## src/sorted_priority_queue_unit_assert.svh

```systemverilog
// ----------------------------------------------------------------------------
// Sorted priority queue assertion macros
// Concurrent checks on clk, disabled while rst_n is low.
// ----------------------------------------------------------------------------
`ifndef SORTED_PRIORITY_QUEUE_UNIT_ASSERT_SVH
`define SORTED_PRIORITY_QUEUE_UNIT_ASSERT_SVH

`ifndef SYNTHESIS
`define SPQ_ASSERT_HOLD(lbl, expr, msg) \
  lbl: assert property (@(posedge clk) disable iff (!rst_n) (expr)) else $error(msg);
`define SPQ_ASSERT_IMPL(lbl, ante, cons, msg) \
  lbl: assert property (@(posedge clk) disable iff (!rst_n) (ante) |-> (cons)) else $error(msg);
`define SPQ_ASSERT_NEXT(lbl, ante, cons, msg) \
  lbl: assert property (@(posedge clk) disable iff (!rst_n) (ante) |=> (cons)) else $error(msg);
`else
`define SPQ_ASSERT_HOLD(lbl, expr, msg)
`define SPQ_ASSERT_IMPL(lbl, ante, cons, msg)
`define SPQ_ASSERT_NEXT(lbl, ante, cons, msg)
`endif

`endif

```

## src/spq_pkg.sv

```systemverilog
// ----------------------------------------------------------------------------
// Sorted priority queue package
// Shared codes, widths and types for the queue cells and the top level.
// ----------------------------------------------------------------------------
package spq_pkg;

  localparam int SPQ_DEPTH = 16;
  localparam int PRI_W     = 8;
  localparam int TAG_W     = 16;
  localparam int STATUS_W  = 2;
  localparam int OCC_W     = 5;

  localparam logic KIND_INSERT = 1'b0;
  localparam logic KIND_POP    = 1'b1;

  localparam logic [STATUS_W-1:0] ST_INSERTED = 2'd0;
  localparam logic [STATUS_W-1:0] ST_POPPED   = 2'd1;
  localparam logic [STATUS_W-1:0] ST_EMPTY    = 2'd2;
  localparam logic [STATUS_W-1:0] ST_FULL     = 2'd3;

  typedef struct packed {
    logic [PRI_W-1:0] pri;
    logic [TAG_W-1:0] tag;
  } spq_entry_t;

  typedef struct packed {
    logic       ins;
    logic       pop;
    spq_entry_t entry;
  } spq_cmd_t;

endpackage

```

## src/spq_cell.sv

```systemverilog
// ----------------------------------------------------------------------------
// Sorted priority queue cell
// Holds one entry; shifts right on insert behind a larger neighbor, takes the
// new entry at its sorted place, shifts left on pop.
// ----------------------------------------------------------------------------
module spq_cell
  import spq_pkg::*;
(
  input  logic       clk,
  input  spq_cmd_t   cmd,
  input  logic       occupied,
  input  logic       at_tail,
  input  logic       left_gt,
  input  spq_entry_t left_entry,
  input  spq_entry_t right_entry,
  output logic       gt,
  output spq_entry_t entry
);

  spq_entry_t entry_r;
  spq_entry_t entry_nxt;

  assign gt    = occupied && (entry_r.pri > cmd.entry.pri);
  assign entry = entry_r;

  always_comb begin
    entry_nxt = entry_r;
    if (cmd.ins) begin
      if (left_gt) begin
        entry_nxt = left_entry;
      end else if (gt || at_tail) begin
        entry_nxt = cmd.entry;
      end
    end else if (cmd.pop) begin
      entry_nxt = right_entry;
    end
  end

  always_ff @(posedge clk) begin
    entry_r <= entry_nxt;
  end

endmodule

```

## src/sorted_priority_queue_unit.sv

```systemverilog
// An accepted transaction's result is registered and shown in the next cycle.
// Throughput: one transaction per cycle; every cell updates in the same cycle.
// A result held in the output register stalls input only while out_ready is low.
// Reset: synchronous, active low; clears the entry count and output valid.
// Cell contents are not reset and are read only below the entry count.
// ----------------------------------------------------------------------------
// Sorted priority queue unit
// Row of compare-and-shift cells kept in ascending priority order, with a
// registered result per transaction.
// ----------------------------------------------------------------------------
`include "sorted_priority_queue_unit_assert.svh"

module sorted_priority_queue_unit
  import spq_pkg::*;
#(
  parameter int DEPTH = SPQ_DEPTH
) (
  input  logic                clk,
  input  logic                rst_n,
  input  logic                in_valid,
  output logic                in_ready,
  input  logic                in_kind,
  input  logic [PRI_W-1:0]    in_priority_req,
  input  logic [TAG_W-1:0]    in_payload,
  output logic                out_valid,
  input  logic                out_ready,
  output logic [STATUS_W-1:0] out_status,
  output logic [PRI_W-1:0]    out_priority,
  output logic [TAG_W-1:0]    out_payload,
  output logic [OCC_W-1:0]    out_occupancy
);

  localparam int CNT_W = $clog2(DEPTH + 1);

  logic [CNT_W-1:0]    count_r;
  logic [CNT_W-1:0]    count_nxt;
  logic                out_valid_r;
  logic [STATUS_W-1:0] status_r;
  logic [STATUS_W-1:0] status_nxt;
  spq_entry_t          res_r;
  spq_entry_t          res_nxt;
  logic [OCC_W-1:0]    occ_r;

  logic       accept;
  logic       full;
  logic       empty;
  spq_cmd_t   cmd;
  logic       gt [DEPTH];
  spq_entry_t entries [DEPTH];

  assign in_ready = !out_valid_r || out_ready;
  assign accept   = in_valid && in_ready;
  assign full     = (count_r == CNT_W'(DEPTH));
  assign empty    = (count_r == '0);

  assign cmd.ins       = accept && (in_kind == KIND_INSERT) && !full;
  assign cmd.pop       = accept && (in_kind == KIND_POP) && !empty;
  assign cmd.entry.pri = in_priority_req;
  assign cmd.entry.tag = in_payload;

  for (genvar i = 0; i < DEPTH; i++) begin : g_cell
    spq_cell u_cell (
      .clk         (clk),
      .cmd         (cmd),
      .occupied    (CNT_W'(i) < count_r),
      .at_tail     (CNT_W'(i) == count_r),
      .left_gt     ((i == 0) ? 1'b0 : gt[(i == 0) ? 0 : i - 1]),
      .left_entry  (entries[(i == 0) ? 0 : i - 1]),
      .right_entry (entries[(i == DEPTH - 1) ? i : i + 1]),
      .gt          (gt[i]),
      .entry       (entries[i])
    );
  end

  always_comb begin
    count_nxt  = count_r;
    status_nxt = ST_INSERTED;
    res_nxt    = '0;
    if (in_kind == KIND_INSERT) begin
      if (full) begin
        status_nxt = ST_FULL;
      end else begin
        count_nxt = count_r + 1'b1;
      end
    end else begin
      if (empty) begin
        status_nxt = ST_EMPTY;
      end else begin
        status_nxt = ST_POPPED;
        res_nxt    = entries[0];
        count_nxt  = count_r - 1'b1;
      end
    end
  end

  always_ff @(posedge clk) begin
    if (!rst_n) begin
      count_r     <= '0;
      out_valid_r <= 1'b0;
    end else begin
      if (accept) begin
        count_r     <= count_nxt;
        out_valid_r <= 1'b1;
      end else if (out_ready) begin
        out_valid_r <= 1'b0;
      end
    end
  end

  always_ff @(posedge clk) begin
    if (accept) begin
      status_r <= status_nxt;
      res_r    <= res_nxt;
      occ_r    <= OCC_W'(count_nxt);
    end
  end

  assign out_valid     = out_valid_r;
  assign out_status    = status_r;
  assign out_priority  = res_r.pri;
  assign out_payload   = res_r.tag;
  assign out_occupancy = occ_r;

  `SPQ_ASSERT_HOLD(a_count_bound, count_r <= CNT_W'(DEPTH), "entry count above depth")
  `SPQ_ASSERT_NEXT(a_ins_count, rst_n && cmd.ins, count_r == $past(count_r) + 1'b1, "insert did not grow count")
  `SPQ_ASSERT_NEXT(a_pop_count, rst_n && cmd.pop, count_r == $past(count_r) - 1'b1, "pop did not shrink count")
  `SPQ_ASSERT_IMPL(a_zero_res, out_valid_r && (status_r != ST_POPPED), res_r == '0, "nonzero entry on non-pop result")

endmodule

```

## config.mk

```make
export PLATFORM = sky130hd
export DESIGN_NAME = sorted_priority_queue_unit
export DESIGN_NICKNAME = d
export VERILOG_FILES = /design/src/spq_pkg.sv /design/src/spq_cell.sv /design/src/sorted_priority_queue_unit.sv
export VERILOG_INCLUDE_DIRS = /design/src /design/src/src
export SDC_FILE = /design/constraint.sdc
export NUM_CORES = 1
export LEC_CHECK = 0
export ABC_AREA = 1
export BUFFER_PORTS_ARGS = -buffer_cell sky130_fd_sc_hd__clkbuf_2
export CAP_MARGIN = 0
export CORE_UTILIZATION = 60
export DETAILED_ROUTE_END_ITERATION = 8
export PLACE_DENSITY = 0.78
export SYNTH_ARGS = -nofsm -noshare
export SYNTH_HDL_FRONTEND = slang
export SYNTH_HIERARCHICAL = 1
export SYNTH_SLANG_ARGS = --single-unit
```

## constraint.sdc

```tcl
create_clock -name clk -period 16.6 [get_ports clk]
set_input_delay 0.83 -clock clk [delete_from_list [all_inputs] [get_ports clk]]
set_output_delay 0.83 -clock clk [all_outputs]
set_load 0.02 [all_outputs]
```

==> summary.md, run 1 <==
| Metric | Value |
|---|---|
| Layout Skew | 0.0208 ns |
| Hold buffers post-CTS | 0 |
| Area Overhead vs Synth | 8.25% |
| Diode count | 0 |
| Initial core utilization | 0.609 |
| I/O Buffers | 61 |
| CP Max Fanout | 117 |
| Multi-input logic area | 10600 µm² |
| Dpl cell area | 25500 µm² |
| Via-to-Cell Ratio | 6.09 |
| TritonCTS clock tree | yes |
| P_leak | 11.7 nW |
| # clock sinks | 421 |
| CTS Buf Count | 45 |
| First-pass GRT wire length | 108 mm |
| GP Congestion | 0.927 |
| Largest net degree at the start of global routing | 118 |
| IO Count | 62 |
| Initial antenna violation count | 0 |
| RSZ-0062 raised after global routing | false |
| Final Cycle Share | 0.320 |
| Register Area | 12600 µm² |
| Syn_area_per_cell | 8.34 µm² |
| First drt pass iteration count | 6 |
| Post-route cell area | 27000 µm² |
| Max-cap violations | 0 |
| Core area | 40900 µm² |
| Crit path DAT | 5.62 ns |
| Setup tns final | 0 ns |
| Via Count | 21.8k |
| Number of setup buffers added after CTS | 0 |
| PD cells | 114 nW/µm² |
| Final setup viols | 0 |
| Clk slew on worst S/H paths | 0.06 ns |
| Total Routing Usage GR | 0.320 |
| Nets@finish | 3167 |
| Max Slew Vio Count | 0 |
| Root buf cell | clkbuf_16 |
| Starting DRT DRC Count | 2415 |
| Die Ht | 206 µm |
| Dpl cells | 3490 |
| Worst rel slew slack | 0.282 |
| DR DRC count | 0 |
| Fraction of layout cells with a size suffix above 1 | 0.0717 |
| H-tree levels | 2 |
| Worst min path class | flop to flop |
| Tmin final | 5.31 ns |
| DR WL/cell | 18.9 µm |
| Status | finished, final reports clean |
| WP data required | 16.91 ns |
| Final hold viol count | 0 |
| Clock Latency Late Sink | 0.59 ns |
| HPWL Detailed | 46.3 mm |
| Worst Setup Path Type | flop to flop |
| DRT Wirelength | 67.5 mm |
| Die width | 206 µm |
| Std-Cell Rows | 74 |
| Worst setup EP type | flop |
| Mapped Cells | 2992 |
| Ys Warns | 6 |
| Crit start category | flop |
| Overflow after GRT | 0 |
| Hold slack final | 0.527 ns |
| Finished Layout Cells | 3574 |
| Resize count post-CTS | 0 |
| IR Drop Worst-Case VDD | 0.0713 mV |
| Synth Cell Area | 24900 µm² |
| F_max | 0.188 GHz |
| # fillers | 3410 |
| Worst slew pin tran | 1.08 ns |
| Die Footprint | 42400 µm² |
| Post-route ant nets | 0 |
| CTS max path bufs | 3 |
| Vias in the first global route | 21.4k |
-- placed cells by master, fill, tap and decap left out, types with 6 or more instances in the layout --
master / n
clkbuf_1: 8
conb_1: 8
nand3_1: 17
a21o_1: 16
clkbuf_2: 61
o21ai_1: 353
ha_1: 133
nor2_1: 487
bufinv_16: 7
a21oi_1: 38
inv_2: 36
a21oi_2: 16
a21boi_0: 16
nor3_1: 17
clkinv_1: 9
nand2_1: 616
inv_1: 255
buf_4: 31
clkbuf_16: 46
dfxtp_1: 6
o21ai_0: 420
edfxtp_1: 415
clkinv_2: 7
-- worst max-delay path, stage by stage, from the launching register on --
cell	delay (ns)
dfxtp_1	0.53
inv_1	0.20
ha_1	0.25
nand3_1	0.09
nand2_1	0.13
nor2_4	0.09
buf_4	0.69
buf_4	0.89
buf_4	0.86
inv_2	0.43
nor3_1	0.30
a21oi_2	0.15
buf_4	0.25
-- worst paths after layout --
kind / startpoint / endpoint / slack, ns / cells past startpoint
worst max-delay path: count_r[1] / g_cell[10].u_cell/entry[15] / 11.29 / 12
worst max register to register: count_r[1] / g_cell[10].u_cell/entry[15] / 11.29 / 12
worst min register to register: out_valid / out_valid / 0.53 / 2
worst min-delay path: out_valid / out_valid / 0.53 / 2
-- area by class of cell --
type                            count  share of cell area
Sequential cell                   421               0.466
Multi-Input combinational cell   2154               0.392
Clock buffer                       56              0.0448
Inverter                          291              0.0405
Tap cell                          532              0.0247
Timing Repair Buffer               92              0.0199
Clock inverter                     28              0.0125
-- power breakdown --
group | switching (W) | total, W | internal, W
registers | 0.0000889 | 0.00144 | 0.00135
logic | 0.000411 | 0.000581 | 0.000170
clock network | 0.000435 | 0.00106 | 0.000628
total | 0.000935 | 0.00308 | 0.00215
-- per-layer routing --
| layer | vias to the layer above | global-route usage | wire [µm] |
|---|---|---|---|
| met1 | 10389 | 0.430 | 27700 |
| met5 | - | 0 | 0 |
| met3 | 162 | 0.0393 | 5160 |
| met4 | 0 | 0.121 | 2000 |
| li1 | 10112 | - | - |
| met2 | 1102 | 0.530 | 32600 |
-- stage by stage --
stage                     worst slack (ns)  total power [W]   util
final                                11.29          0.00308  0.660
after global routing                 10.93          0.00321  0.660
after CTS                            11.48          0.00308  0.660
after detailed placement             11.33          0.00202  0.622
after global placement               11.45          0.00199  0.622
after floorplan                       9.62          0.00184      -
-- registers in the layout, indices dropped and copies added, names as in the netlist --
name                 flops
out_payload             16
count_r                  5
out_valid                1
out_status               2
out_priority             8
g_cell.u_cell/entry    384
out_occupancy            5
No activity file was read; power rests on OpenSTA's default activity.
==> run 2: changes to the inputs <==
--- a/config.mk
+++ b/config.mk
@@ -6,7 +6,7 @@
 export SDC_FILE = /design/constraint.sdc
 export NUM_CORES = 1
 export LEC_CHECK = 0
-export ABC_AREA = 1
+export ABC_AREA = 0
 export BUFFER_PORTS_ARGS = -buffer_cell sky130_fd_sc_hd__clkbuf_2
 export CAP_MARGIN = 0
 export CORE_UTILIZATION = 60
==> constraint.sdc (replaced) <==
create_clock -name clk -period 5 [get_ports clk]
set_input_delay 0.25 -clock clk [delete_from_list [all_inputs] [get_ports clk]]
set_output_delay 0.25 -clock clk [all_outputs]
set_load 0.02 [all_outputs]
==> summary.md, run 2 <==
| Metric | Value |
|---|---|
| Max-cap violations | 0 |
| Nets@finish | 2545 |
| Net Count, Synth | 2555 |
| Tmin final | 4.01 ns |
| Diode count | 0 |
| DRT Wirelength | 54.3 mm |
| First drt pass iteration count | 6 |
| F_max | 0.250 GHz |
| Worst slew pin tran | 1.14 ns |
| DR WL/cell | 18.4 µm |
| Dpl cell area | 25900 µm² |
| HPWL Detailed | 38.5 mm |
| Final Cycle Share | 0.801 |
| Worst setup EP type | flop |
| Vias in the first global route | 17.3k |
| Final hold viol count | 0 |
| Die Footprint | 43700 µm² |
| CP Max Fanout | 28 |
| Mapped Cells | 2393 |
| P_leak | 10.2 nW |
| Setup tns final | 0 ns |
| I/O Buffers | 61 |
| Finished Layout Cells | 2958 |
| Largest net degree at the start of global routing | 171 |
| Total Routing Usage GR | 0.250 |
| Status | finished, final reports clean |
| # clock sinks | 421 |
| Max FFs per register | 384 |
| GP Congestion | 0.865 |
| Post-route ant nets | 0 |
| Core area | 42100 µm² |
| Die Ht | 209 µm |
| Post-route cell area | 27400 µm² |
| TritonCTS clock tree | yes |
| Layout Skew | 0.0174 ns |
| Synth Cell Area | 25700 µm² |
| Clock Latency Late Sink | 0.57 ns |
| Commonest non-fill, non-tap cells in the layout | a21oi_1 (441), nor2_1 (427), edfxtp_1 (415) |
| Worst Setup Path Type | flop to flop |
| Final setup viols | 0 |
| Worst rel slew slack | 0.240 |
| Via-to-Cell Ratio | 5.95 |
| Dpl cells | 2872 |
| PD cells | 371 nW/µm² |
| Initial antenna violation count | 0 |
| Overflow after GRT | 0 |
| Crit path DAT | 4.24 ns |
| Die width | 209 µm |
| Clk slew on worst S/H paths | 0.06 ns |
| Fraction of layout cells with a size suffix above 1 | 0.0955 |
| Root buf cell | clkbuf_16 |
| First-pass GRT wire length | 89.1 mm |
| WP data required | 5.23 ns |
| Crit start category | flop |
| Ys Warns | 6 |
| Max Slew Vio Count | 0 |
| DR DRC count | 0 |
| Area Overhead vs Synth | 6.59% |
| IR Drop Worst-Case VDD | 0.246 mV |
| Starting DRT DRC Count | 1362 |
| Via Count | 17.6k |
| Worst min path class | input port to flop |
| H-tree levels | 2 |
| Std-Cell Rows | 75 |
| Initial core utilization | 0.611 |
| IO Count | 62 |
| Syn_area_per_cell | 10.8 µm² |
| RSZ-0062 raised after global routing | false |
| CTS max path bufs | 3 |
| CTS Buf Count | 45 |
| Most common cell after layout, fill and taps aside | a21oi_1 |
| Resize count post-CTS | 0 |
run 2: path summary, 6_finish.rpt:
kind                            slack [ns]                    endpoint                 startpoint  cells after the start
worst max-delay path                  0.99  g_cell[5].u_cell/entry[21]                 count_r[1]                      9
worst min-delay path                  0.36                  count_r[3]                  out_ready                      5
worst max register to register        0.99  g_cell[5].u_cell/entry[21]                 count_r[1]                      9
worst min register to register        0.59   g_cell[3].u_cell/entry[5]  g_cell[4].u_cell/entry[5]                      2
run 2: layer usage:
layer	routed length [µm]	share of wire	track usage	up-vias
met2	25100	0.46	0.398	494
met3	3070	0.057	0.0350	114
met4	1540	0.028	0.0913	0
li1	-	-	-	8700
met1	24700	0.45	0.351	8293
met5	0	0	0	-
run 2: per-stage QoR:
step                       util  total power (W)  hold slack (ns)  setup slack (ns)
after floorplan               -          0.00641            0.384             0.180
after global placement    0.616          0.00677            0.488              1.10
after detailed placement  0.616          0.00689            0.511              1.02
after CTS                 0.651           0.0102            0.327             0.992
after global routing      0.651           0.0106            0.406             0.717
final                     0.651           0.0102            0.363             0.993
run 2: critical path, cell delays in order, from the launching register on:
cell      delay (ns)
dfxtp_1         0.55
inv_1           0.21
ha_1            0.35
or4b_1          0.72
and2_4          0.27
and2_1          0.78
nor2_1          0.10
a21oi_1         0.19
a21boi_2        0.18
buf_4           0.32
run 2: where the power goes:
group	internal [W]	switching (W)	leakage, nW	total, W
registers	0.00447	0.000265	3.92	0.00474
logic	0.000797	0.00131	5.59	0.00210
clock network	0.00196	0.00138	0.717	0.00334
run 2: timing repair:
action	4_1_cts	5_1_grt
endpoints found under the setup margin	0	0
endpoints found under the hold margin	2	0
buffers inserted	0	0
hold buffers	3	0
run 2: final cells by class:
cell class / count / area [µm²]
flip-flops and latches: 421 / 12600
well taps: 539 / 674
clock inverters: 25 / 251
repair buffers: 87 / 558
fillers: 3185 / 14700
clock buffers: 58 / 1210
multi-input cells: 1672 / 11600
inverters: 156 / 586
